File: src/design/rgb_split_screen_blend_top_assert.svh
// ----------------------------------------------------------------------------
// RGB split screen blend - assertion macros
// Shared concurrent assertion forms, compiled out when SYNTH is defined.
// ----------------------------------------------------------------------------
`ifndef RGB_SPLIT_SCREEN_BLEND_TOP_ASSERT_SVH
`define RGB_SPLIT_SCREEN_BLEND_TOP_ASSERT_SVH
`ifndef SYNTH
// same-cycle implication
`define RSSB_ASSERT_IMPLIES(lbl, clk, rst, ante, cons) \
  lbl: assert property (@(posedge clk) disable iff (rst) (ante) |-> (cons)) \
    else $error("rssb assertion failed");
// next-cycle implication
`define RSSB_ASSERT_NEXT(lbl, clk, rst, ante, cons) \
  lbl: assert property (@(posedge clk) disable iff (rst) (ante) |=> (cons)) \
    else $error("rssb assertion failed");
`else
`define RSSB_ASSERT_IMPLIES(lbl, clk, rst, ante, cons)
`define RSSB_ASSERT_NEXT(lbl, clk, rst, ante, cons)
`endif
`endif

File: src/design/rssb_pkg.sv
`timescale 1ns / 1ps
// ----------------------------------------------------------------------------
// RGB split screen blend - package
// Widths, store depths, the blend command word and the screen function.
// ----------------------------------------------------------------------------
package rssb_pkg;

  localparam int CH_W        = 8;
  localparam int SHIFT_W     = 4;
  localparam int CNT_W       = 16;
  localparam int MAX_SHIFT   = 15;
  localparam int WIN_DEPTH   = MAX_SHIFT + 1;
  localparam int WIN_AW      = $clog2(WIN_DEPTH);
  localparam int HIST_DEPTH  = MAX_SHIFT;
  localparam int HIST_AW     = $clog2(HIST_DEPTH);
  localparam int QUEUE_DEPTH = 2;

  localparam logic [SHIFT_W-1:0] SHIFT_RESET = SHIFT_W'(3);
  localparam logic [CH_W-1:0]    CH_WHITE    = '1;

  typedef struct packed {
    logic [CH_W-1:0] alpha;
    logic [CH_W-1:0] blue;
    logic [CH_W-1:0] green;
    logic [CH_W-1:0] red;
  } pixel_t;

  // one pixel to blend, as handed from the front end to the blend stage
  typedef struct packed {
    pixel_t             px;
    logic [CH_W-1:0]    green_nb;
    logic [CH_W-1:0]    blue_nb;
    logic               use_hist;
    logic [HIST_AW-1:0] rd_idx;
    logic [HIST_AW-1:0] wr_idx;
    logic               row_end;
    logic               run_last;
  } blend_cmd_t;

  // screen: 255 - ceil((255-a)(255-b)/255); x/255 as (x + (x>>8) + 1) >> 8
  function automatic logic [CH_W-1:0] screen8(input logic [CH_W-1:0] a,
                                              input logic [CH_W-1:0] b);
    logic [CH_W-1:0]   na;
    logic [CH_W-1:0]   nb;
    logic [2*CH_W-1:0] p;
    logic [2*CH_W:0]   x;
    logic [2*CH_W:0]   q;
    na = ~a;
    nb = ~b;
    p = {{CH_W{1'b0}}, na} * {{CH_W{1'b0}}, nb};
    x = {1'b0, p} + (2*CH_W+1)'(254);
    q = (x + (x >> CH_W) + (2*CH_W+1)'(1)) >> CH_W;
    return ~q[CH_W-1:0];
  endfunction

endpackage

File: src/design/rssb_in_if.sv
`timescale 1ns / 1ps
// ----------------------------------------------------------------------------
// RGB split screen blend - pixel input channel
// Valid/ready channel carrying one RGBA pixel and its row end flag.
// ----------------------------------------------------------------------------
interface rssb_in_if import rssb_pkg::*; ();
  logic            valid;
  logic            ready;
  logic [CH_W-1:0] in_red;
  logic [CH_W-1:0] in_green;
  logic [CH_W-1:0] in_blue;
  logic [CH_W-1:0] in_alpha;
  logic            row_end_in;

  modport source (output valid, output in_red, output in_green, output in_blue,
                  output in_alpha, output row_end_in, input ready);
  modport sink (input valid, input in_red, input in_green, input in_blue,
                input in_alpha, input row_end_in, output ready);
endinterface

File: src/design/rssb_out_if.sv
`timescale 1ns / 1ps
// ----------------------------------------------------------------------------
// RGB split screen blend - pixel output channel
// Valid/ready channel carrying one blended pixel with its markers.
// ----------------------------------------------------------------------------
interface rssb_out_if import rssb_pkg::*; ();
  logic            valid;
  logic            ready;
  logic [CH_W-1:0] out_red;
  logic [CH_W-1:0] out_green;
  logic [CH_W-1:0] out_blue;
  logic [CH_W-1:0] out_alpha;
  logic            row_end_out;
  logic            run_last;

  modport source (output valid, output out_red, output out_green, output out_blue,
                  output out_alpha, output row_end_out, output run_last,
                  input ready);
  modport sink (input valid, input out_red, input out_green, input out_blue,
                input out_alpha, input row_end_out, input run_last,
                output ready);
endinterface

File: src/design/rssb_cfg_if.sv
`timescale 1ns / 1ps
// ----------------------------------------------------------------------------
// RGB split screen blend - configuration channel
// Valid/ready write channel for the shift register.
// ----------------------------------------------------------------------------
interface rssb_cfg_if import rssb_pkg::*; ();
  logic               valid;
  logic               ready;
  logic [SHIFT_W-1:0] shift;

  modport source (output valid, output shift, input ready);
  modport sink (input valid, input shift, output ready);
endinterface

File: src/design/rssb_front.sv
`timescale 1ns / 1ps
// ----------------------------------------------------------------------------
// RGB split screen blend - front end
// Takes pixels, keeps the pixel window and column counters, and issues one
// blend command per emitted pixel, including the row end flush.
// ----------------------------------------------------------------------------
`include "rgb_split_screen_blend_top_assert.svh"

module rssb_front import rssb_pkg::*; (
  input  logic       clk,
  input  logic       rst,
  rssb_in_if.sink    pix_in,
  rssb_cfg_if.sink   cfg,
  input  logic       q_full,
  output logic       cmd_push,
  output blend_cmd_t cmd
);

  localparam int HSUM_W = HIST_AW + 1;

  logic [SHIFT_W-1:0] cfg_shift;
  logic [SHIFT_W-1:0] row_shift;
  logic [SHIFT_W-1:0] shift_sat;
  logic [SHIFT_W-1:0] s_eff;
  logic [SHIFT_W-1:0] s_mod;
  logic [SHIFT_W-1:0] flush_left;
  logic               row_active;
  logic               flushing;
  logic [CNT_W-1:0]   col;
  logic [CNT_W-1:0]   emit;
  logic [CNT_W-1:0]   held;
  logic [CNT_W-1:0]   remaining;
  logic [HIST_AW-1:0] emit_m15;
  logic [HIST_AW-1:0] emit_m15_next;
  logic [HSUM_W-1:0]  rd_sum;
  logic [HIST_AW-1:0] rd_idx;
  logic               accept;
  logic               emit_norm;
  logic               flush_push;
  logic               advance;
  pixel_t             window [WIN_DEPTH];
  pixel_t             pix_new;

  // handshakes: input stalls during a flush or with the queue full
  assign pix_in.ready = !flushing && !q_full;
  assign cfg.ready    = 1'b1;
  assign accept       = pix_in.valid && pix_in.ready;

  // shift for this row: latched at the first pixel, zero reads as one
  assign shift_sat = (cfg_shift == '0) ? SHIFT_W'(1) : cfg_shift;
  assign s_eff     = row_active ? row_shift : shift_sat;

  // emission decision
  assign held       = col - emit;
  assign emit_norm  = accept && (held >= CNT_W'(s_eff));
  assign flush_push = flushing && !q_full;
  assign advance    = emit_norm || flush_push;
  assign remaining  = col + CNT_W'(1) - emit - CNT_W'(emit_norm);

  // red history addressing, column modulo the history depth
  assign s_mod  = (s_eff == SHIFT_W'(HIST_DEPTH)) ? '0 : s_eff;
  assign rd_sum = HSUM_W'(emit_m15) + HSUM_W'(HIST_DEPTH) - HSUM_W'(s_mod);
  assign rd_idx = (rd_sum >= HSUM_W'(HIST_DEPTH)) ?
                  rd_sum[HIST_AW-1:0] - HIST_AW'(HIST_DEPTH) : rd_sum[HIST_AW-1:0];
  assign emit_m15_next = (emit == '1 || emit_m15 == HIST_AW'(HIST_DEPTH - 1)) ?
                         '0 : emit_m15 + HIST_AW'(1);

  // command word
  assign cmd_push         = advance;
  assign cmd.px           = window[emit[WIN_AW-1:0]];
  assign cmd.green_nb     = flushing ? CH_WHITE : pix_in.in_green;
  assign cmd.blue_nb      = flushing ? CH_WHITE : pix_in.in_blue;
  assign cmd.use_hist     = emit > CNT_W'(s_eff);
  assign cmd.rd_idx       = rd_idx;
  assign cmd.wr_idx       = emit_m15;
  assign cmd.row_end      = flushing && (flush_left == SHIFT_W'(1));
  assign cmd.run_last     = flushing ? (flush_left == SHIFT_W'(1)) : !pix_in.row_end_in;

  assign pix_new.red   = pix_in.in_red;
  assign pix_new.green = pix_in.in_green;
  assign pix_new.blue  = pix_in.in_blue;
  assign pix_new.alpha = pix_in.in_alpha;

  // pixel window, written by column
  always_ff @(posedge clk) begin
    if (accept) begin
      window[col[WIN_AW-1:0]] <= pix_new;
    end
  end

  // counters, row state and flush sequencing
  always_ff @(posedge clk) begin
    if (rst) begin
      cfg_shift  <= SHIFT_RESET;
      row_shift  <= '0;
      row_active <= 1'b0;
      flushing   <= 1'b0;
      flush_left <= '0;
      col        <= '0;
      emit       <= '0;
      emit_m15   <= '0;
    end else begin
      if (cfg.valid) begin
        cfg_shift <= cfg.shift;
      end
      if (accept) begin
        if (!row_active) begin
          row_shift <= shift_sat;
        end
        row_active <= 1'b1;
        if (pix_in.row_end_in) begin
          col        <= '0;
          flushing   <= 1'b1;
          flush_left <= remaining[SHIFT_W-1:0];
        end else begin
          col <= col + CNT_W'(1);
        end
      end
      // last flush word rewinds the emit counter, any other word steps it
      if (flush_push && flush_left == SHIFT_W'(1)) begin
        flushing   <= 1'b0;
        row_active <= 1'b0;
        emit       <= '0;
        emit_m15   <= '0;
      end else if (advance) begin
        emit     <= emit + CNT_W'(1);
        emit_m15 <= emit_m15_next;
      end
      if (flush_push) begin
        flush_left <= flush_left - SHIFT_W'(1);
      end
    end
  end

  // never more than one shift's worth of pixels held mid row
  `RSSB_ASSERT_IMPLIES(a_held_bound, clk, rst, row_active && !flushing, held <= CNT_W'(row_shift))
  // the last flush word ends the row and rewinds the emit counter
  `RSSB_ASSERT_NEXT(a_flush_done, clk, rst, flush_push && flush_left == SHIFT_W'(1), !flushing && emit == '0)
  // no input taken while a flush is running
  `RSSB_ASSERT_IMPLIES(a_no_take_in_flush, clk, rst, flushing, !accept)

endmodule

File: src/design/rssb_queue.sv
`timescale 1ns / 1ps
// ----------------------------------------------------------------------------
// RGB split screen blend - command queue
// Short FIFO of blend commands between the front end and the blend stage.
// ----------------------------------------------------------------------------
`include "rgb_split_screen_blend_top_assert.svh"

module rssb_queue import rssb_pkg::*; #(
  parameter int DEPTH = QUEUE_DEPTH
) (
  input  logic       clk,
  input  logic       rst,
  input  logic       push,
  input  blend_cmd_t push_data,
  output logic       full,
  input  logic       pop,
  output blend_cmd_t pop_data,
  output logic       not_empty
);

  localparam int PTR_W = (DEPTH > 1) ? $clog2(DEPTH) : 1;
  localparam int CNT_QW = $clog2(DEPTH + 1);

  blend_cmd_t        store [DEPTH];
  logic [PTR_W-1:0]  wr_ptr;
  logic [PTR_W-1:0]  rd_ptr;
  logic [CNT_QW-1:0] count;
  logic              do_pop;

  assign full      = (count == CNT_QW'(DEPTH));
  assign not_empty = (count != '0);
  assign pop_data  = store[rd_ptr];
  assign do_pop    = pop && not_empty;

  // storage
  always_ff @(posedge clk) begin
    if (push) begin
      store[wr_ptr] <= push_data;
    end
  end

  // pointers and fill level
  always_ff @(posedge clk) begin
    if (rst) begin
      wr_ptr <= '0;
      rd_ptr <= '0;
      count  <= '0;
    end else begin
      if (push) begin
        wr_ptr <= (wr_ptr == PTR_W'(DEPTH - 1)) ? '0 : wr_ptr + PTR_W'(1);
      end
      if (do_pop) begin
        rd_ptr <= (rd_ptr == PTR_W'(DEPTH - 1)) ? '0 : rd_ptr + PTR_W'(1);
      end
      if (push && !do_pop) begin
        count <= count + CNT_QW'(1);
      end else if (do_pop && !push) begin
        count <= count - CNT_QW'(1);
      end
    end
  end

  // front end must hold off while the queue is full
  `RSSB_ASSERT_IMPLIES(a_no_overrun, clk, rst, push, !full)

endmodule

File: src/design/rssb_back.sv
`timescale 1ns / 1ps
// ----------------------------------------------------------------------------
// RGB split screen blend - blend stage
// Screen-blends each command against its neighbours, keeps the blended red
// history and holds the result in the output register.
// ----------------------------------------------------------------------------
module rssb_back import rssb_pkg::*; (
  input  logic       clk,
  input  logic       rst,
  input  logic       cmd_valid,
  input  blend_cmd_t cmd,
  output logic       cmd_pop,
  rssb_out_if.source pix_out
);

  logic [CH_W-1:0] red_hist [HIST_DEPTH];
  logic [CH_W-1:0] red_nb;
  logic [CH_W-1:0] red_new;
  logic [CH_W-1:0] green_new;
  logic [CH_W-1:0] blue_new;
  logic            out_valid;
  logic [CH_W-1:0] out_red;
  logic [CH_W-1:0] out_green;
  logic [CH_W-1:0] out_blue;
  logic [CH_W-1:0] out_alpha;
  logic            row_end_out;
  logic            run_last;

  // take a word when the output register is free or being emptied
  assign cmd_pop = cmd_valid && (!out_valid || pix_out.ready);

  // blends: red against the earlier blended red, or white at the row start
  assign red_nb    = cmd.use_hist ? red_hist[cmd.rd_idx] : CH_WHITE;
  assign red_new   = screen8(cmd.px.red, red_nb);
  assign green_new = screen8(cmd.px.green, cmd.green_nb);
  assign blue_new  = screen8(cmd.px.blue, cmd.blue_nb);

  // red history and output payload
  always_ff @(posedge clk) begin
    if (cmd_pop) begin
      red_hist[cmd.wr_idx] <= red_new;
      out_red              <= red_new;
      out_green            <= green_new;
      out_blue             <= blue_new;
      out_alpha            <= cmd.px.alpha;
      row_end_out          <= cmd.row_end;
      run_last             <= cmd.run_last;
    end
  end

  // output valid
  always_ff @(posedge clk) begin
    if (rst) begin
      out_valid <= 1'b0;
    end else if (cmd_pop) begin
      out_valid <= 1'b1;
    end else if (pix_out.ready) begin
      out_valid <= 1'b0;
    end
  end

  assign pix_out.valid       = out_valid;
  assign pix_out.out_red     = out_red;
  assign pix_out.out_green   = out_green;
  assign pix_out.out_blue    = out_blue;
  assign pix_out.out_alpha   = out_alpha;
  assign pix_out.row_end_out = row_end_out;
  assign pix_out.run_last    = run_last;

endmodule

File: src/design/rgb_split_screen_blend_top.sv
`timescale 1ns / 1ps
// ----------------------------------------------------------------------------
// RGB split screen blend - top level
// Channel-shift screen blend on a raster RGBA stream: front end, command
// queue and blend stage.
//
//   channel   dir   payload                                         words
//   pix_in    in    in_red/green/blue/alpha, row_end_in             pixels
//   pix_out   out   out_red/green/blue/alpha, row_end_out, run_last pixels
//   cfg       in    shift                                           writes
//
// One pixel per cycle inside a row while neither side stalls; the word for each
// pixel passes through the queue and then the output register.
// At a row end the input stalls while the front end flushes the window,
// one flush word per pixel still held (1 to shift pixels).
// Synchronous reset clears the counters, row state, queue and output valid and
// reloads the shift; the pixel window and red history need no clearing pass.
// Either side may stall on its own; the queue absorbs the difference.
// ----------------------------------------------------------------------------
module rgb_split_screen_blend_top import rssb_pkg::*; #(
  parameter int QUEUE_DEPTH = rssb_pkg::QUEUE_DEPTH
) (
  input  logic       clk,
  input  logic       rst,
  rssb_in_if.sink    pix_in,
  rssb_out_if.source pix_out,
  rssb_cfg_if.sink   cfg
);

  blend_cmd_t push_cmd;
  blend_cmd_t pop_cmd;
  logic       push;
  logic       pop;
  logic       q_full;
  logic       q_not_empty;

  // front end
  rssb_front u_front (
    .clk      (clk),
    .rst      (rst),
    .pix_in   (pix_in),
    .cfg      (cfg),
    .q_full   (q_full),
    .cmd_push (push),
    .cmd      (push_cmd)
  );

  // command queue
  rssb_queue #(
    .DEPTH (QUEUE_DEPTH)
  ) u_queue (
    .clk       (clk),
    .rst       (rst),
    .push      (push),
    .push_data (push_cmd),
    .full      (q_full),
    .pop       (pop),
    .pop_data  (pop_cmd),
    .not_empty (q_not_empty)
  );

  // blend stage
  rssb_back u_back (
    .clk       (clk),
    .rst       (rst),
    .cmd_valid (q_not_empty),
    .cmd       (pop_cmd),
    .cmd_pop   (pop),
    .pix_out   (pix_out)
  );

endmodule

File: src/flat_wrapper.sv
// flat-port wrapper written by rule: the top's interface ports become plain ports
module rgb_split_screen_blend_top_flat import rssb_pkg::*;
#(
  parameter int QUEUE_DEPTH = rssb_pkg::QUEUE_DEPTH
)
  (clk, rst, pix_in_valid, pix_in_in_red, pix_in_in_green, pix_in_in_blue, pix_in_in_alpha, pix_in_row_end_in, pix_in_ready, pix_out_valid, pix_out_out_red, pix_out_out_green, pix_out_out_blue, pix_out_out_alpha, pix_out_row_end_out, pix_out_run_last, pix_out_ready, cfg_valid, cfg_shift, cfg_ready);
  rssb_in_if pix_in_i ();
  rssb_out_if pix_out_i ();
  rssb_cfg_if cfg_i ();
  input  logic clk;
  input  logic rst;
  input wire logic [$bits(pix_in_i.valid)-1:0] pix_in_valid;
  input wire logic [$bits(pix_in_i.in_red)-1:0] pix_in_in_red;
  input wire logic [$bits(pix_in_i.in_green)-1:0] pix_in_in_green;
  input wire logic [$bits(pix_in_i.in_blue)-1:0] pix_in_in_blue;
  input wire logic [$bits(pix_in_i.in_alpha)-1:0] pix_in_in_alpha;
  input wire logic [$bits(pix_in_i.row_end_in)-1:0] pix_in_row_end_in;
  output wire logic [$bits(pix_in_i.ready)-1:0] pix_in_ready;
  output wire logic [$bits(pix_out_i.valid)-1:0] pix_out_valid;
  output wire logic [$bits(pix_out_i.out_red)-1:0] pix_out_out_red;
  output wire logic [$bits(pix_out_i.out_green)-1:0] pix_out_out_green;
  output wire logic [$bits(pix_out_i.out_blue)-1:0] pix_out_out_blue;
  output wire logic [$bits(pix_out_i.out_alpha)-1:0] pix_out_out_alpha;
  output wire logic [$bits(pix_out_i.row_end_out)-1:0] pix_out_row_end_out;
  output wire logic [$bits(pix_out_i.run_last)-1:0] pix_out_run_last;
  input wire logic [$bits(pix_out_i.ready)-1:0] pix_out_ready;
  input wire logic [$bits(cfg_i.valid)-1:0] cfg_valid;
  input wire logic [$bits(cfg_i.shift)-1:0] cfg_shift;
  output wire logic [$bits(cfg_i.ready)-1:0] cfg_ready;
  assign pix_in_i.valid = pix_in_valid;
  assign pix_in_i.in_red = pix_in_in_red;
  assign pix_in_i.in_green = pix_in_in_green;
  assign pix_in_i.in_blue = pix_in_in_blue;
  assign pix_in_i.in_alpha = pix_in_in_alpha;
  assign pix_in_i.row_end_in = pix_in_row_end_in;
  assign pix_in_ready = pix_in_i.ready;
  assign pix_out_valid = pix_out_i.valid;
  assign pix_out_out_red = pix_out_i.out_red;
  assign pix_out_out_green = pix_out_i.out_green;
  assign pix_out_out_blue = pix_out_i.out_blue;
  assign pix_out_out_alpha = pix_out_i.out_alpha;
  assign pix_out_row_end_out = pix_out_i.row_end_out;
  assign pix_out_run_last = pix_out_i.run_last;
  assign pix_out_i.ready = pix_out_ready;
  assign cfg_i.valid = cfg_valid;
  assign cfg_i.shift = cfg_shift;
  assign cfg_ready = cfg_i.ready;
  rgb_split_screen_blend_top #(.QUEUE_DEPTH(QUEUE_DEPTH)) u_core (.clk(clk), .rst(rst), .pix_in(pix_in_i), .pix_out(pix_out_i), .cfg(cfg_i));
endmodule
File: config.mk
export PLATFORM = sky130hd
export DESIGN_NAME = rgb_split_screen_blend_top_flat
export DESIGN_NICKNAME = d
export VERILOG_FILES = /design/src/design/rssb_pkg.sv /design/src/design/rssb_in_if.sv /design/src/design/rssb_out_if.sv /design/src/design/rssb_cfg_if.sv /design/src/design/rssb_front.sv /design/src/design/rssb_queue.sv /design/src/design/rssb_back.sv /design/src/design/rgb_split_screen_blend_top.sv /design/src/flat_wrapper.sv
export VERILOG_INCLUDE_DIRS = /design/src /design/src/design
export SDC_FILE = /design/constraint.sdc
export NUM_CORES = 1
export LEC_CHECK = 0
export ABC_AREA = 1
export BUFFER_PORTS_ARGS = -buffer_cell sky130_fd_sc_hd__buf_2
export CAP_MARGIN = 20
export CORE_ASPECT_RATIO = 0.7
export CORE_MARGIN = 4
export CORE_UTILIZATION = 59
export DETAILED_ROUTE_END_ITERATION = 10
export GPL_ROUTABILITY_DRIVEN = 0
export PLACE_DENSITY = 0.76
export SLEW_MARGIN = 10
export SYNTH_ARGS = -nofsm -noshare
export SYNTH_HDL_FRONTEND = slang
export SYNTH_HIERARCHICAL = 1
export SYNTH_SLANG_ARGS = --single-unit
export TNS_END_PERCENT = 5
File: constraint.sdc
create_clock -name clk -period 7.8 [get_ports clk]
set_input_delay 1.17 -clock clk [delete_from_list [all_inputs] [get_ports clk]]
set_output_delay 1.17 -clock clk [all_outputs]
set_load 0.01 [all_outputs]
# After elaboration in Yosys (flattened, before gate mapping)
# Memories as Yosys holds them, arrays and structs flattened. A register that Yosys moved wholly into a read port is not among the register bits.
# Cells that the tools add are included.
dict set report totals {
  output_inout_bits 37
  elab_cells 121
  input_bits 42
  ramBits 750
  memories 3
  ff_bits 89
}
dict set report op_classes {
  order_cmp 3
  muxes 29
  multipliers 3
  add_sub_neg 23
  n_eq_ne 5
  n_reduce_logical 28
  bitwise 9
}
# memory depth width rd rd_clocked_by_memory_dff write_ports line_no
set mem_list {}
lappend mem_list {u_core.u_front.window 16 32 1 1 1 rssb_front.sv:41} ;# pixel_t window [WIN_DEPTH];
lappend mem_list {u_core.u_back.red_hist 15 8 1 0 1 rssb_back.sv:16} ;# logic [CH_W-1:0] red_hist [HIST_DEPTH];
lappend mem_list {u_core.u_queue.store 2 59 1 1 1 rssb_queue.sv:24} ;# blend_cmd_t store [DEPTH];
# op n
set op_table {}
lappend op_table {{16-bit by 1-bit adder with 16-bit output, second input constant} 5}
lappend op_table {{8-bit inverter} 9}
lappend op_table {{16-bit by 8-bit adder with 17-bit output, second input constant} 3}
lappend op_table {{16-bit by 9-bit adder with 16-bit output} 3}
lappend op_table {{8-bit by 8-bit multiplier with 16-bit output} 3}
lappend op_table {{4-bit two-way mux} 10}
lappend op_table {{8-bit two-way mux} 3}
lappend op_table {{16-bit equality test, second input constant} 1}
lappend op_table {{16-bit by 4-bit >= comparator with 1-bit output} 1}
lappend op_table {{16-bit by 4-bit greater-than comparator with 1-bit output} 1}
lappend op_table {{16-bit two-way mux} 1}
lappend op_table {{16-bit subtractor} 1}
lappend op_table {{1-bit two-way mux} 13}
lappend op_table {{1-bit logical AND} 10}
lappend op_table {{2-bit nonzero test} 5}
lappend op_table {{4-bit equality test, second input constant} 2}
lappend op_table {{1-bit logical NOT} 6}
lappend op_table {{4-bit by 4-bit adder with 5-bit output, second input constant} 1}
lappend op_table {{5-bit by 4-bit >= comparator with 1-bit output, second input constant} 1}
lappend op_table {{5-bit by 4-bit subtractor with 5-bit output} 1}
lappend op_table {{4-bit by 1-bit adder with 4-bit output, second input constant} 1}
lappend op_table {{4-bit by 1-bit equality test with 1-bit output, second input constant} 1}
lappend op_table {{4-bit logical NOT} 1}
lappend op_table {{2-bit two-way mux} 2}
lappend op_table {{11 further kinds} 15}

# Longest topological paths before layout
dict set report depth {
  word_depth 10
  ltp_mapped 43
  mapped_depth_nobuf 40
}

# Hierarchy
# The synthesis kept the hierarchy.
# module cells_per_inst area_each_um2 n_inst seq_area_each_um2
set by_module_without_submodules {}
lappend by_module_without_submodules {rssb_front 2018 24742.5 1 16455.8}
lappend by_module_without_submodules {rssb_back 1606 14028.5 1 4644.5}
lappend by_module_without_submodules {rssb_queue 219 4534.3 1 3643.5}

# Worst setup path before layout
# OpenSTA, ideal clock, no wires.
dict set report synth_timing {
  kind {flip-flop to flip-flop}
  startpoint {reg (tool-made name)}
  endpoint {reg u_core.u_back.out_red[6], in the netlist u_core/u_back/pix_out.out_red[6], data pin}
  slack_ns 0.819
  arrival_time_ns 6.661
  t_required_ns 7.480
  path_stages_with_launch 38
  setup_time_ns 0.320
  n_path_buf 5
  period_less_slack_ns 6.981
  path_cell_list {dfxtp_1 > buf_6 > buf_2 > mux2_2 > inv_1 > buf_2 > buf_2 > clkbuf_1 > o21ai_0 > o221ai_1 > nand3_1 > nand3_1 > nor2_1 > fa_1 > inv_1 > fa_1 > inv_1 > fa_1 > (+2 left out) > inv_1 > ha_1 > nand2_1 > nor2_1 > nand3_1 > nand3_1 > nand2_1 > a21oi_1 > nor2_1 > xnor2_1 > ha_1 > nand2_2 > inv_1 > a22oi_1 > or2_1 > nand2_1 > nand2_1 > nand2_1}
}
# element line_no
set synth_rtl {}
lappend synth_rtl {{to (signal assigned)} rssb_back.sv:42} ;# out_red <= red_new;
lappend synth_rtl {{to (decl)} rssb_back.sv:22} ;# logic [CH_W-1:0] out_red;

==> out/metrics.yaml <==
syn-num-nets: 4185
rrSetupSlack_ps: 450
cts_setup_buffers: 0
cts_buffer_depth: 3
worstPathArrival_ps: 7670
clock_latency_ps: 640
grt_pass1_wl_mm: 154.1
synth_xor_area_frac: 0.01268
ys_types: 61
fmax_mhz: 136.0
yosys.area_share.simple: 0.1086
synth-compound-area-share: 0.08934
finalClockSkew_ps: 21.13
cp_slowest_cell: "fa_1"
die_width_um: 331.8
grt_max_degree: 215
min_path_type: "reg -> reg"
cts_tree: "yes"
ant_nets: 0
synth_edf_count: 784
synthesis.area_um2: 43310
viasPerCell: 5.818
drc: 0
synth.top_cell.area_share: 0.5436
wirelength_mm: 100.2
firstDrtPassIters: 8
placed_cells: 4788
crit_path_max_incr_delay_ps: 540
cts_buffers: 80
die_y_um: 234.7
end_kind: "flip-flop"
cts-htree-levels: 3
cts_root_buf: "clkbuf_16"
drv_slew: 0
setup_tns_ps: 0
period_needed_ps: 7355
yosys.area.top_type: "edfxtp_1"
hold_viol_final: 0
antenna_found_initial: 12
io_pins: 79
syn_inst: 3843
layout.nets: 4248
ys_seq_area_frac: 0.5714
dieArea_um2: 77870
critPathMaxFanout: 54
post-place-ws_ps: 448.1
core-area_um2: 72130
portBuffers: 77
synth_top_flop_cell: "edfxtp_1"
ys_ff_latch: 844
first_global_vias: 27310
area_delta_synth_final_pct: 9.581
stdcell_count: 4945
setup_violations: 0
cap_violations: 0
slew-limit-headroom: 0.1671
ys_async_sr_fraction: 0
drive_gt1_frac: 0.1037
grtUsageTotal: 0.2520
tightest_slew_ps: 1249
vias: 28770
synthAdderAreaFrac: 0.1092
route.detailed.wl_per_inst_um: 20.26
required_ps: 8110
dpl.hpwl_mm: 61.89
drt_iter0_drc: 3546
overflow: 0
fin_ws_ps: 445.2
initial_core_util: 0.6004
syn_avg_cell_area_um2: 11.27
min_period_over_period: 0.9429
yosys-top-cells-area: "edfxtp_1, fa_1, ha_1"
ys_warn_count: 6
critPathLaunchType: "flip-flop"
cts.sinks: 844
rsz0062_at_grt: "no"
path_clk_slew_ps: 60
synth_mux_area_frac: 0.04579
holdWs_ps: 457.8
num_rows: 82
synth_top_family_by_area: "adder cells"
worstSetupPathType: "reg -> reg"
status: "finished clean"
## area by class of cell
| class | instances | area (um^2) |
|---|---|---|
| sequential | 844 | 24760 |
| fill | 5368 | 24670 |
| multi-input combinational | 2308 | 15990 |
| clock buffer | 97 | 2117 |
| inverter | 554 | 2090 |
| tap | 966 | 1209 |
| timing repair buffer | 118 | 730.7 |
| clock inverter | 51 | 538.0 |
| antenna | 7 | 17.52 |
## flip-flops by register name (all words and copies together), names as in the netlist, 2 cells and up, named ones only
name / flops
u_core/u_front/window: 512
u_core/u_back/pix_out.out_green: 8
u_core/u_back/pix_out.out_red: 8
u_core/u_back/pix_out.out_blue: 8
u_core/u_front/emit: 16
u_core/u_front/row_shift: 4
u_core/u_front/emit_m15: 4
u_core/u_front/col: 16
u_core/u_front/cfg_shift: 4
u_core/u_back/pix_out.out_alpha: 8
u_core/u_front/flush_left: 4
u_core/u_queue/count: 2
u_core/u_back/red_hist: 120
u_core/u_queue/store: 118
## through the flow
step / utilization / cell area [um^2]
floorplan: - / 43310
global placement: 0.6204 / 44750
detailed placement: 0.6204 / 44750
CTS: 0.6572 / 47400
global route: 0.6579 / 47450
finish: 0.6579 / 47450
## layout by cell type (no fill, tap or decap), types with 6 or more instances in the layout
cell type and count:
a21oi_1 243, buf_2 77, buf_4 38, bufinv_16 9
clkbuf_1 13, clkbuf_16 81, clkinv_1 16, clkinv_2 12
dfxtp_1 55, diode_2 7, edfxtp_1 784, fa_1 130
ha_1 170, inv_1 543, inv_2 8, mux2_2 49
mux2_4 10, mux2i_1 128, nand2_1 547, nand2_2 28
nand3_1 153, nand3_2 8, nand3b_1 8, nand4_1 22
nor2_1 224, nor2_2 6, nor2_4 21, nor3_1 18
nor4_1 7, o211ai_1 137, o21ai_0 234, o21ai_1 7
o21bai_1 6, o221ai_1 15, o22ai_1 7, or2_2 21
xnor2_1 21, xor2_1 38
## logic make-up after synthesis
| logic type | Yosys count |
|---|---|
| muxes | 187 |
| other | 1 |
| and+or+nand+nor | 1084 |
| buffers and inverters | 691 |
| adders and majority gates | 300 |
| DFF | 844 |
| xor gates and xnor gates | 61 |
| AOI/OAI and AO/OA | 675 |
## routing by layer
layer / GRT usage / wire [um]
met4: 0.08125 / 2297
met5: 0 / 32
met2: 0.3757 / 44500
met1: 0.3753 / 44030
met3: 0.05075 / 9328
## repair_timing
item | in CTS | in global routing
setup endpoints to repair | 0 | 102
hold buffers | 0 | 0
hold endpoints to repair | 0 | 0
gates resized for setup | 0 | 7
## Yosys cell counts, drive strengths merged, types with 4 or more instances
cell type,instances
nor3b,7
inv,553
buf,54
o21bai,6
o211ai,137
nor4,7
mux2,59
o21ai,241
nand2,578
edfxtp,784
o21a,4
dfxtp,60
o221ai,15
nand4,23
a211oi,4
xnor2,21
mux2i,128
nand3b,8
a21oi,248
fa,130
ha,170
xor2,40
clkbuf,83
or2,25
o22ai,7
nor2,251
nor3,19
nand3,162
a31oi,4
## path summary, 6_finish.rpt
path | start | endpoint | depth (start not counted)
max | flip-flop | u_core/u_back/red_hist[14][6] | 35
min | u_core/u_front/row_shift[3] | u_core/u_front/row_shift[3] | 2
max reg2reg | flip-flop | u_core/u_back/red_hist[14][6] | 35
min reg2reg | u_core/u_front/row_shift[3] | u_core/u_front/row_shift[3] | 2
## critical path: cells and delay by family, from the launching register on
kind / cells / cell delay (ps)
flip-flops: 1 / 380
adder cells (fa/ha/maj): 6 / 2820
AND/OR/NAND/NOR: 15 / 1870
buffers and inverters: 7 / 620
AO/OA/AOI/OAI: 5 / 830
XOR/XNOR: 1 / 120
multiplexers: 1 / 360
Power is left out: the tool's default activity adds up to more than one toggle a clock period on the data nets, which glitch-free logic cannot reach.
